**src/design/bcd_rtc_pkg.sv**
```systemverilog
// ----------------------------------------------------------------------------
// bcd_rtc_pkg : shared types and constants for the BCD real-time clock
// Stream packing, operation codes and timer state used across the block.
// ----------------------------------------------------------------------------
package bcd_rtc_pkg;

  // prescaler restart point: one second of 32768 Hz reference ticks
  localparam int unsigned PRESCALE_PERIOD = 32768;
  localparam int unsigned PRESCALE_W      = 15;

  localparam int unsigned ITEM_W    = 97;
  localparam int unsigned S_TDATA_W = 104;
  localparam int unsigned S_TUSER_W = 2;
  localparam int unsigned RESULT_W  = 50;
  localparam int unsigned M_TDATA_W = 56;

  typedef enum logic [1:0] {
    OP_TICK      = 2'd0,
    OP_SET_TIME  = 2'd1,
    OP_SET_DATE  = 2'd2,
    OP_SET_TIMER = 2'd3
  } op_t;

  // input payload, last field in the low bits
  typedef struct packed {
    logic        retrigger_in;
    logic        enable_in;
    logic [31:0] target_in;
    logic [23:0] date_in;
    logic [14:0] prescale_start;
    logic [23:0] time_in;
  } item_t;

  typedef struct packed {
    logic        timer_running;
    logic        timer_fired;
    logic [23:0] date_out;
    logic [23:0] time_out;
  } result_t;

  typedef struct packed {
    logic [31:0] count;
    logic [31:0] target;
    logic        on;
    logic        periodic;
  } tmr_state_t;

endpackage

```
**src/design/bcd_rtc_cal.sv**
```systemverilog
// ----------------------------------------------------------------------------
// bcd_rtc_cal : one-second advance of BCD time and date
// Carries digit by digit through seconds, minutes, hours, days, months, years.
// ----------------------------------------------------------------------------
module bcd_rtc_cal (
  input  logic [23:0] time_cur,
  input  logic [23:0] date_cur,
  output logic [23:0] time_adv,
  output logic [23:0] date_adv
);

  // digit increment, wraps mod 16; carry when it lands exactly on lim
  function automatic logic [4:0] nib_inc(input logic [3:0] d, input logic [4:0] lim);
    logic [3:0] v;
    v = d + 4'd1;
    if ({1'b0, v} == lim) begin
      nib_inc = {1'b1, 4'd0};
    end else begin
      nib_inc = {1'b0, v};
    end
  endfunction

  function automatic logic [7:0] to_bin(input logic [3:0] tens, input logic [3:0] units);
    to_bin = 8'(tens) * 8'd10 + 8'(units);
  endfunction

  logic [23:0] t;
  logic [23:0] d;
  logic [4:0]  r;
  logic [7:0]  month;
  logic [7:0]  days_p1;
  logic        hour_carry;

  always_comb begin
    t          = time_cur;
    d          = date_cur;
    month      = to_bin(date_cur[15:12], date_cur[11:8]);
    days_p1    = 8'd31;
    hour_carry = 1'b0;

    r = nib_inc(t[3:0], 5'd10);
    t[3:0] = r[3:0];
    if (r[4]) begin
      r = nib_inc(t[7:4], 5'd6);
      t[7:4] = r[3:0];
      if (r[4]) begin
        r = nib_inc(t[11:8], 5'd10);
        t[11:8] = r[3:0];
        if (r[4]) begin
          r = nib_inc(t[15:12], 5'd6);
          t[15:12] = r[3:0];
          if (r[4]) begin
            r = nib_inc(t[19:16], 5'd10);
            t[19:16] = r[3:0];
            if (r[4]) begin
              t[23:20] = t[23:20] + 4'd1;
            end
            hour_carry = (to_bin(t[23:20], t[19:16]) == 8'd24);
          end
        end
      end
    end

    // month length plus one, taken from the month before any roll
    if (month == 8'd1 || month == 8'd3 || month == 8'd5 || month == 8'd7 ||
        month == 8'd8 || month == 8'd10 || month == 8'd12) begin
      days_p1 = 8'd32;
    end else if (month == 8'd2) begin
      days_p1 = 8'd29;
    end else begin
      days_p1 = 8'd31;
    end

    if (hour_carry) begin
      t[23:16] = 8'h00;
      r = nib_inc(d[3:0], 5'd10);
      d[3:0] = r[3:0];
      if (r[4]) begin
        d[7:4] = d[7:4] + 4'd1;
      end
      if (to_bin(d[7:4], d[3:0]) == days_p1) begin
        d[7:0] = 8'h01;
        r = nib_inc(d[11:8], 5'd10);
        d[11:8] = r[3:0];
        if (r[4]) begin
          d[15:12] = d[15:12] + 4'd1;
        end
        if (to_bin(d[15:12], d[11:8]) == 8'd13) begin
          d[15:8] = 8'h01;
          r = nib_inc(d[19:16], 5'd10);
          d[19:16] = r[3:0];
          if (r[4]) begin
            r = nib_inc(d[23:20], 5'd10);
            d[23:20] = r[3:0];
          end
        end
      end
    end

    time_adv = t;
    date_adv = d;
  end

endmodule

```
**src/design/bcd_rtc_tmr.sv**
```systemverilog
// ----------------------------------------------------------------------------
// bcd_rtc_tmr : tick timer next-state logic
// Counts ticks toward the target, fires on a match, handles timer writes.
// ----------------------------------------------------------------------------
module bcd_rtc_tmr (
  input  logic                   is_tick,
  input  logic                   is_set,
  input  logic [31:0]            target_in,
  input  logic                   enable_in,
  input  logic                   retrigger_in,
  input  bcd_rtc_pkg::tmr_state_t cur,
  output bcd_rtc_pkg::tmr_state_t nxt,
  output logic                   fired
);
  import bcd_rtc_pkg::*;

  logic [31:0] count_inc;

  assign count_inc = cur.count + 32'd1;

  always_comb begin
    nxt   = cur;
    fired = 1'b0;
    if (is_set) begin
      nxt.target   = target_in;
      nxt.on       = enable_in;
      nxt.periodic = retrigger_in;
      nxt.count    = 32'd0;
    end else if (is_tick && cur.on) begin
      if (count_inc == cur.target) begin
        nxt.count = 32'd0;
        nxt.on    = cur.periodic;
        fired     = 1'b1;
      end else begin
        nxt.count = count_inc;
      end
    end
  end

endmodule

```
**src/design/bcd_rtc_calendar_timer_top.sv**
```systemverilog
// ----------------------------------------------------------------------------
// bcd_rtc_calendar_timer_top : BCD real-time clock, calendar and tick timer
// Stream-in operations, one status transaction out per operation.
// ----------------------------------------------------------------------------
// Each input transaction is one operation chosen by s_axis_tuser: a 32768 Hz
// reference tick, a time write (with prescaler start value), a date write, or
// a timer write (target, enable, periodic mode; clears the tick count). Every
// operation returns exactly one output transaction carrying the time and date
// after the operation, the timer-fired flag (ticks only) and the timer enable.
// Throughput is one transaction per clock while m_axis_tready drains the output.
// An accepted input is held in the input register, then the calendar carry
// chain and timer compare resolve in a single pass into the state and output
// registers, which drive m_axis_tvalid and m_axis_tdata.
// While a result waits for m_axis_tready the input register can still take one
// more transaction. Time and date are BCD, packed hh mm ss and yy mm dd with
// the units digit in the low nibble of each pair.
// No leap years: February is always 28 days, months outside 1..12 take 30,
// and the year wraps from 99 to 00. Non-BCD digits wrap modulo 16 and carry
// only on an exact limit. Synchronous reset zeroes all but the data registers.
// ----------------------------------------------------------------------------
module bcd_rtc_calendar_timer_top (
  input  logic                              clk,
  input  logic                              rst,
  input  logic                              s_axis_tvalid,
  output logic                              s_axis_tready,
  // time_in[23:0], prescale_start[38:24], date_in[62:39], target_in[94:63],
  // enable_in[95], retrigger_in[96], zero pad above
  input  logic [bcd_rtc_pkg::S_TDATA_W-1:0] s_axis_tdata,
  // op[1:0]
  input  logic [bcd_rtc_pkg::S_TUSER_W-1:0] s_axis_tuser,
  output logic                              m_axis_tvalid,
  input  logic                              m_axis_tready,
  // time_out[23:0], date_out[47:24], timer_fired[48], timer_running[49],
  // zero pad above
  output logic [bcd_rtc_pkg::M_TDATA_W-1:0] m_axis_tdata
);
  import bcd_rtc_pkg::*;

  // input register
  logic   in_valid;
  op_t    in_op;
  item_t  in_item;
  logic   proc;

  // architectural state
  logic [PRESCALE_W-1:0] prescaler;
  logic [PRESCALE_W-1:0] prescaler_next;
  logic [23:0]           time_digits;
  logic [23:0]           time_digits_next;
  logic [23:0]           date_digits;
  logic [23:0]           date_digits_next;
  tmr_state_t            tmr;
  tmr_state_t            tmr_next;

  // output register
  logic    out_valid;
  result_t out_data;

  logic [PRESCALE_W:0]   pre_inc;
  logic                  pre_wrap;
  logic [23:0]           time_adv;
  logic [23:0]           date_adv;
  logic                  fired;

  // advance an item when the output slot is free or being drained
  assign proc          = in_valid && (!out_valid || m_axis_tready);
  assign s_axis_tready = !in_valid || proc;

  always_ff @(posedge clk) begin
    if (rst) begin
      in_valid <= 1'b0;
    end else if (s_axis_tready) begin
      in_valid <= s_axis_tvalid;
    end
    if (s_axis_tvalid && s_axis_tready) begin
      in_op   <= op_t'(s_axis_tuser);
      in_item <= item_t'(s_axis_tdata[ITEM_W-1:0]);
    end
  end

  // prescaler: reaching the period restarts it and advances one second
  assign pre_inc  = {1'b0, prescaler} + {{PRESCALE_W{1'b0}}, 1'b1};
  assign pre_wrap = (pre_inc >= (PRESCALE_W+1)'(PRESCALE_PERIOD));

  bcd_rtc_cal u_cal (
    .time_cur (time_digits),
    .date_cur (date_digits),
    .time_adv (time_adv),
    .date_adv (date_adv)
  );

  // timer is served before the prescaler within a tick
  bcd_rtc_tmr u_tmr (
    .is_tick      (in_op == OP_TICK),
    .is_set       (in_op == OP_SET_TIMER),
    .target_in    (in_item.target_in),
    .enable_in    (in_item.enable_in),
    .retrigger_in (in_item.retrigger_in),
    .cur          (tmr),
    .nxt          (tmr_next),
    .fired        (fired)
  );

  always_comb begin
    prescaler_next   = prescaler;
    time_digits_next = time_digits;
    date_digits_next = date_digits;
    unique case (in_op)
      OP_TICK: begin
        if (pre_wrap) begin
          prescaler_next   = '0;
          time_digits_next = time_adv;
          date_digits_next = date_adv;
        end else begin
          prescaler_next = pre_inc[PRESCALE_W-1:0];
        end
      end
      OP_SET_TIME: begin
        time_digits_next = in_item.time_in;
        prescaler_next   = in_item.prescale_start;
      end
      OP_SET_DATE: begin
        date_digits_next = in_item.date_in;
      end
      OP_SET_TIMER: begin
        // timer fields handled in u_tmr
      end
      default: begin
      end
    endcase
  end

  always_ff @(posedge clk) begin
    if (rst) begin
      prescaler   <= '0;
      time_digits <= '0;
      date_digits <= '0;
      tmr         <= '0;
      out_valid   <= 1'b0;
    end else begin
      if (proc) begin
        prescaler   <= prescaler_next;
        time_digits <= time_digits_next;
        date_digits <= date_digits_next;
        tmr         <= tmr_next;
        out_valid   <= 1'b1;
      end else if (m_axis_tready) begin
        out_valid <= 1'b0;
      end
    end
    if (proc) begin
      out_data.time_out      <= time_digits_next;
      out_data.date_out      <= date_digits_next;
      out_data.timer_fired   <= fired;
      out_data.timer_running <= tmr_next.on;
    end
  end

  assign m_axis_tvalid = out_valid;
  assign m_axis_tdata  = {{(M_TDATA_W-RESULT_W){1'b0}}, out_data};

endmodule

```
**config.mk**
```make
export PLATFORM = sky130hd
export DESIGN_NAME = bcd_rtc_calendar_timer_top
export DESIGN_NICKNAME = d
export VERILOG_FILES = /design/src/design/bcd_rtc_pkg.sv /design/src/design/bcd_rtc_cal.sv /design/src/design/bcd_rtc_tmr.sv /design/src/design/bcd_rtc_calendar_timer_top.sv
export SDC_FILE = /design/constraint.sdc
export NUM_CORES = 1
export LEC_CHECK = 0
export ABC_AREA = 1
export BUFFER_PORTS_ARGS = -buffer_cell sky130_fd_sc_hd__buf_2
export CORE_MARGIN = 1.5
export CORE_UTILIZATION = 36
export DETAILED_ROUTE_END_ITERATION = 8
export GPL_ROUTABILITY_DRIVEN = 0
export PLACE_DENSITY = 0.49
export SLEW_MARGIN = 20
export SYNTH_ARGS = -nofsm -noshare
export SYNTH_HDL_FRONTEND = slang
export SYNTH_SLANG_ARGS = --single-unit
```
**constraint.sdc**
```tcl
create_clock -name clk -period 6.23 [get_ports clk]
set_input_delay 1.5575 -clock clk [delete_from_list [all_inputs] [get_ports clk]]
set_output_delay 1.5575 -clock clk [all_outputs]
set_load 0.05 [all_outputs]
```
==> impl_metrics.toml, run 1 <==
[layout]
area_growth_pct = 15.8
layout_commonest_cell = "nand2_1"
fin_nets = 2249
layout-drive-gt1-share_pct = 14.2
layout_common_cells = "490 x nand2_1, 249 x inv_1, 153 x buf_2"
finalNonFillerCells = 2645
antenna_cells = 0

[worst_setup_path]
crit_top_cell = "nand2_1"
crit_required_ps = 6660
endpoint_kind = "flip-flop"
crit_chain = "ha_1 > inv_1 > nand2_1 > nand2_1 > nor2_2 > nand2_1 > inv_1 > o21ai_0 > ha_1 > ha_1 > fa_1 > inv_1 > nand2_1 > o21ai_0 > nand3_1 > nor3_2 > nand3_2 > nor2_4 > nor2_2 > nand2_1 > nand3_1 > o21ai_1 > inv_1"
cpMaxStageDelayCell = "o21ai_0"
critPathLaunchType = "flip-flop"
critPathMaxFanout = 13
critPathMaxStageDelay_ps = 580
critPathArrivalTime_ps = 5450
criticalPathCategory = "flip-flop to flip-flop"

[sta]
skew_ps = 33.4
post-route-min-period_ps = 5020
rsz0062_at_grt = "false"
setup_ws_ps = 1210
setup_tns_ps = 0
tightestPinTransition_ps = 1030
relSlewSlack_pct = 31.3
finalHoldViolCount = 0
final-setup-viol-count = 0
final_max_slew_viol_count = 0
finalCritPeriodShare_pct = 80.6
fmax_ghz = 0.199

[hold_path]
worstHoldPathType = "flip-flop to flip-flop"

[placed_design]
dp_cells = 2581
pre_cts_slack_ps = 1190
dp_hpwl_um = 29500
io_buffers = 154

[detailed_routing]
drt-met1-wl_um = 21200
dr.pass1.iters = 5
drt-initial-drc-count = 800
drc = 0
vias_per_cell = 4.97
detail-route-antenna-nets = 0
wl_met3_um = 1690
wl_per_cell_um = 15.8
drt-total-wl_um = 41700
met2_wirelength_um = 17900
top_layer_used = "met4"
vias = 13152

[clock_tree]
clockRootBuffer = "clkbuf_16"
numCtsBuffers = 36
cts_tree = "yes"
clk_latency_ps = 550
post_cts_buffers = 0
clock-sinks = 280
postCtsHoldBufs = 0
cts_resized = 0
ctsLongestPathBuffers = 3
path_clk_slew_ps = 60
htree_levels = 2

[logic_synthesis]
syn_inst = 1935
synth_area_um2 = 15500
synth-main-ff-cell = "edfxtp_1"
synth_edf_count = 149
synth.avg_cell_area_um2 = 8.00
async_reset_ff_share_pct = 0
yosysWarnings = 0
yosysUniqueCellTypes = 55
ys_seq_elements = 280
ys_seq_area_share_pct = 45.8

[pwr]
power.density_nw_per_um2 = 263
leakage_nw = 7.70
power_w = 0.00471
ir_drop_mv = 0.175

[die]
rows = 75
coreArea_um2 = 42200
io_pins = 168
die_x_um = 210
die-area_um2 = 44300
die_y_um = 210
initial_utilization_pct = 36.7

[outcome]
status = "finished, final reports clean"

[global_route]
grt_pass1_wl_um = 66700
grt_pass1_vias = 12437
antenna_found_initial = 0
grt_max_degree = 72
grt_usage_pct = 18.9
grt-ovfl-total = 0

[run]
cap_violations = 0
## cell usage after synthesis, types with 7 or more instances
cell type,number,area [um^2]
nand2_1,491,1840
inv_1,251,942
a21oi_1,149,746
edfxtp_1,149,4470
nand3_1,147,736
dfxtp_1,131,2620
nor2_1,122,458
o21ai_0,106,531
ha_1,51,638
clkbuf_1,50,188
nand4_1,46,288
xor2_1,30,263
o211ai_1,25,188
nand3_2,17,170
nor3_1,16,80.1
o21ai_1,15,75.1
nand3b_1,14,105
nand2_2,13,81.3
a221oi_1,9,78.8
nor2_2,9,56.3
nor2_4,9,101
fa_1,8,160
buf_4,7,52.6
or2_2,7,43.8
xnor2_1,7,61.3
## path summary, 6_finish.rpt
kind / cells after the start / start / slack (ps) / endpoint
worst min register to register: 2 / tmr[6] / 470 / tmr[6]
worst min-delay path: 2 / tmr[6] / 470 / tmr[6]
worst max-delay path: 23 / time_digits[16] / 1210 / date_digits[11]
worst max register to register: 23 / time_digits[16] / 1210 / date_digits[11]
## registers in the layout, summed over array words and instances, names as in the netlist
register	cells
in_item	97
tmr	66
date_digits	24
in_valid	1
time_digits	24
in_op	2
prescaler	15
m_axis_tdata	50
m_axis_tvalid	1
## power breakdown
part | internal [W] | total [W] | switching [W]
Combinational | 0.000163 | 0.000540 | 0.000377
Sequential | 0.00205 | 0.00210 | 0.0000562
Clock | 0.00126 | 0.00207 | 0.000808
## metal layers
metal,vias to the layer above,track usage [%]
met1,6093,27.7
met5,-,0
li1,6740,-
met3,56,2.68
met4,0,6.38
met2,263,28.6
## through the flow
step                cell area [um^2]  hold WS (ps)  util, %
finish                         17900           469     42.4
global route                   17900           488     42.4
CTS                            17900           469     42.4
detailed placement             16800           460     39.7
global placement               16800           458     39.7
floorplan                      15500           431        -
## cell families (layout without fill, tap and decap cells)
kind of cell    after synthesis  count (layout)  share of synthesized area, %
flops                       280             280                          45.8
xor+xnor                     40              40                          2.45
simple gates                905             905                          26.6
buf+inv                     321             487                          8.18
fa+ha+maj                    59              59                          5.16
compound gates              329             329                          11.8
other cells                   1               6                        0.0242
## area by class of cell
class	instances	area, um^2
Tap cell	539	674
Multi-Input combinational cell	1339	7150
Fill cell	4314	24300
Clock buffer	49	970
Clock inverter	15	191
Inverter	255	961
Timing Repair Buffer	168	878
Sequential cell	280	7100
## worst max-delay path: cells and delay by family, from the launching register on
family | cells | cell delay [ps]
AND/OR/NAND/NOR | 12 | 1960
flip-flops | 1 | 370
adder cells (fa/ha/maj) | 4 | 1290
AO/OA/AOI/OAI | 3 | 950
buffers and inverters | 4 | 320
Note: power is estimated with default switching activity, not from simulation.
==> inputs of run 2 (changes only) <==
--- a/config.mk
+++ b/config.mk
@@ -5,13 +5,13 @@
 export SDC_FILE = /design/constraint.sdc
 export NUM_CORES = 1
 export LEC_CHECK = 0
-export ABC_AREA = 1
+export ABC_AREA = 0
 export BUFFER_PORTS_ARGS = -buffer_cell sky130_fd_sc_hd__buf_2
 export CORE_MARGIN = 1.5
 export CORE_UTILIZATION = 36
 export DETAILED_ROUTE_END_ITERATION = 8
 export GPL_ROUTABILITY_DRIVEN = 0
-export PLACE_DENSITY = 0.49
+export PLACE_DENSITY = 0.51
 export SLEW_MARGIN = 20
 export SYNTH_ARGS = -nofsm -noshare
 export SYNTH_HDL_FRONTEND = slang
==> constraint.sdc (replaced) <==
create_clock -name clk -period 4.2 [get_ports clk]
set_input_delay 1.05 -clock clk [delete_from_list [all_inputs] [get_ports clk]]
set_output_delay 1.05 -clock clk [all_outputs]
set_load 0.05 [all_outputs]
==> impl_metrics.toml, run 2 <==
[sta]
post-route-min-period_ps = 4440
setup_ws_ps = -243
finalCritPeriodShare_pct = 106
fmax_ghz = 0.225
final_max_slew_viol_count = 0
skew_ps = 18.9
final-setup-viol-count = 47
finalHoldViolCount = 0
rsz0062_at_grt = "true"
relSlewSlack_pct = 43.9
tightestPinTransition_ps = 841
setup_tns_ps = -6460

[layout]
layout_common_cells = "211 x nand2_1, 184 x buf_4, 153 x buf_2"
area_growth_pct = 28.2
layout_commonest_cell = "nand2_1"
largest_reg_flops = 97
antenna_cells = 0
finalNonFillerCells = 2479
max_flop_register = "in_item"
fin_nets = 2083
design_area_um2 = 19700
fin_util_pct = 46.9
layout-drive-gt1-share_pct = 27.3

[logic_synthesis]
yosysWarnings = 0
async_reset_ff_share_pct = 0
ys_seq_elements = 280
synth_mux_area_share_pct = 2.51
ys_seq_area_share_pct = 46.2
synthTopCellsByArea = "edfxtp_1 29%, dfxtp_1 17%, nand2_1 5.2%"
synthAdderAreaFrac_pct = 5.26
synth_edf_count = 149
yosysMostFrequentCell = "nand2_1"
synth_simple_gate_area_share_pct = 19.8
synth_top_family_by_area = "simple AND/OR/NAND/NOR gates"
synth_compound_area_share_pct = 17.5
synth.avg_cell_area_um2 = 9.39
synth_xor_area_share_pct = 4.28
synth_top_area_share_pct = 29.1
syn_inst = 1638
yosysUniqueCellTypes = 85
synth-main-ff-cell = "edfxtp_1"
synth_area_um2 = 15400
synth_common_cells = "215 x nand2_1, 149 x edfxtp_1, 131 x dfxtp_1, 125 x a21oi_1, 122 x nor2_1"
yosysTopAreaCell = "edfxtp_1"

[worst_setup_path]
critPathMaxFanout = 6
critPathLaunchType = "flip-flop"
critPathMaxStageDelay_ps = 610
endpoint_kind = "flip-flop"
crit_required_ps = 4470
criticalPathCategory = "flip-flop to flip-flop"
crit_chain = "and3b_1 > o211ai_1 > o21ai_1 > nand2_2 > mux2i_4 > inv_2 > ha_4 > ha_4 > fa_2 > xnor2_2 > a32oi_1 > or4b_4 > mux2i_4 > nand3_4 > buf_12 > nor2_4 > and4_1 > nor3_2"
critPathArrivalTime_ps = 4710
cpMaxStageDelayCell = "fa_2"

[placed_design]
pre_cts_slack_ps = -403
dp_cells = 2382
dp_hpwl_um = 31800
dpl_cell_area_um2 = 17700
io_buffers = 154

[clock_tree]
ctsLongestPathBuffers = 3
numCtsBuffers = 34
path_clk_slew_ps = 60
cts_tree = "yes"
clk_latency_ps = 540
clockRootBuffer = "clkbuf_16"
postCtsHoldBufs = 0
htree_levels = 2
clock-sinks = 280

[pwr]
power.density_nw_per_um2 = 351
leakage_nw = 7.69
ir_drop_mv = 0.247

[global_route]
grt-ovfl-total = 0
antenna_found_initial = 0
grt_max_degree = 72
grt_usage_pct = 20.9
grt_pass1_vias = 13155
grt_pass1_wl_um = 72400

[outcome]
status = "complete, but fails checks"
failed_checks = "setup timing"

[detailed_routing]
vias_per_cell = 5.46
drt-initial-drc-count = 881
wl_per_cell_um = 18.9
drt-total-wl_um = 46800
drc = 0
dr.pass1.iters = 5
vias = 13531
detail-route-antenna-nets = 0

[die]
initial_utilization_pct = 36.6
die_x_um = 210
die_y_um = 210
coreArea_um2 = 42000
rows = 75
io_pins = 168
die-area_um2 = 44000

[hold_path]
worstHoldPathType = "flip-flop to flip-flop"

[run]
cap_violations = 0
-- run 2: cell types whose count changed in the layout (fill, tap and decap cells not counted), sizes merged, moves of 21 or more --
cell / change
nand2: -291
inv: -208
buf: +180
nand3: -113
o21ai: -47
xnor2: +38
mux2i: +33
a21oi: -25
a22oi: +24
and3: +24
nand4: -23
nor4: +21
-- run 2: final cells by class --
type                            count  area (um^2)
Fill cell                        4006        22300
Sequential cell                   280         7120
Timing Repair Buffer              349         2330
Tap cell                          539          674
Multi-Input combinational cell   1200         8250
Clock inverter                     15          179
Inverter                           49          186
Clock buffer                       47          973
-- run 2: per-stage QoR --
stage / hold WS [ps] / total power [W]
2_1_floorplan: 437 / 0.00358
3_3_place_gp: 446 / 0.00385
3_5_place_dp: 448 / 0.00386
4_1_cts: 457 / 0.00699
5_1_grt: 484 / 0.00719
6_report: 457 / 0.00692
-- run 2: power breakdown --
part | internal [W] | total, W | switching (W)
clock network | 0.00187 | 0.00307 | 0.00120
registers | 0.00301 | 0.00308 | 0.0000700
logic | 0.000287 | 0.000769 | 0.000482
-- run 2: cell families after synthesis --
logic type / after synthesis
simple gates: 611
compound gates: 411
flops: 280
buf+inv: 165
xor+xnor: 72
fa+ha+maj: 60
mux: 38
other cells: 1
-- run 2: final timing paths --
kind,start,to,slack [ps],cells after the start
max,date_digits[0],m_axis_tdata[46],-240,18
max reg2reg,date_digits[0],m_axis_tdata[46],-240,18
min,tmr[0],tmr[0],460,2
min reg2reg,tmr[0],tmr[0],460,2
-- run 2: critical path: cells and delay by family (launching register included) --
family | cells | cell delay, ps
compound gates | 3 | 350
xor+xnor | 1 | 130
fa+ha+maj | 3 | 990
buf+inv | 2 | 240
flops | 1 | 370
mux | 2 | 540
simple gates | 7 | 1550
-- run 2: timing repair --
| item | CTS | global route |
|---|---|---|
| gates resized for setup | 54 | 77 |
| setup endpoints to repair | 64 | 64 |
| pin swaps | 27 | 39 |
| buffers inserted | 17 | 16 |
| cloned | 2 | 1 |
-- run 2: per-layer routing --
| layer | up-vias | global-route usage, % | part of all wire, % |
|---|---|---|---|
| li1 | 6574 | - | - |
| met1 | 6565 | 28.7 | 47 |
| met2 | 322 | 34.1 | 46 |
| met3 | 70 | 2.69 | 4.2 |
| met4 | 0 | 6.70 | 2.6 |
| met5 | - | 0 | 0 |
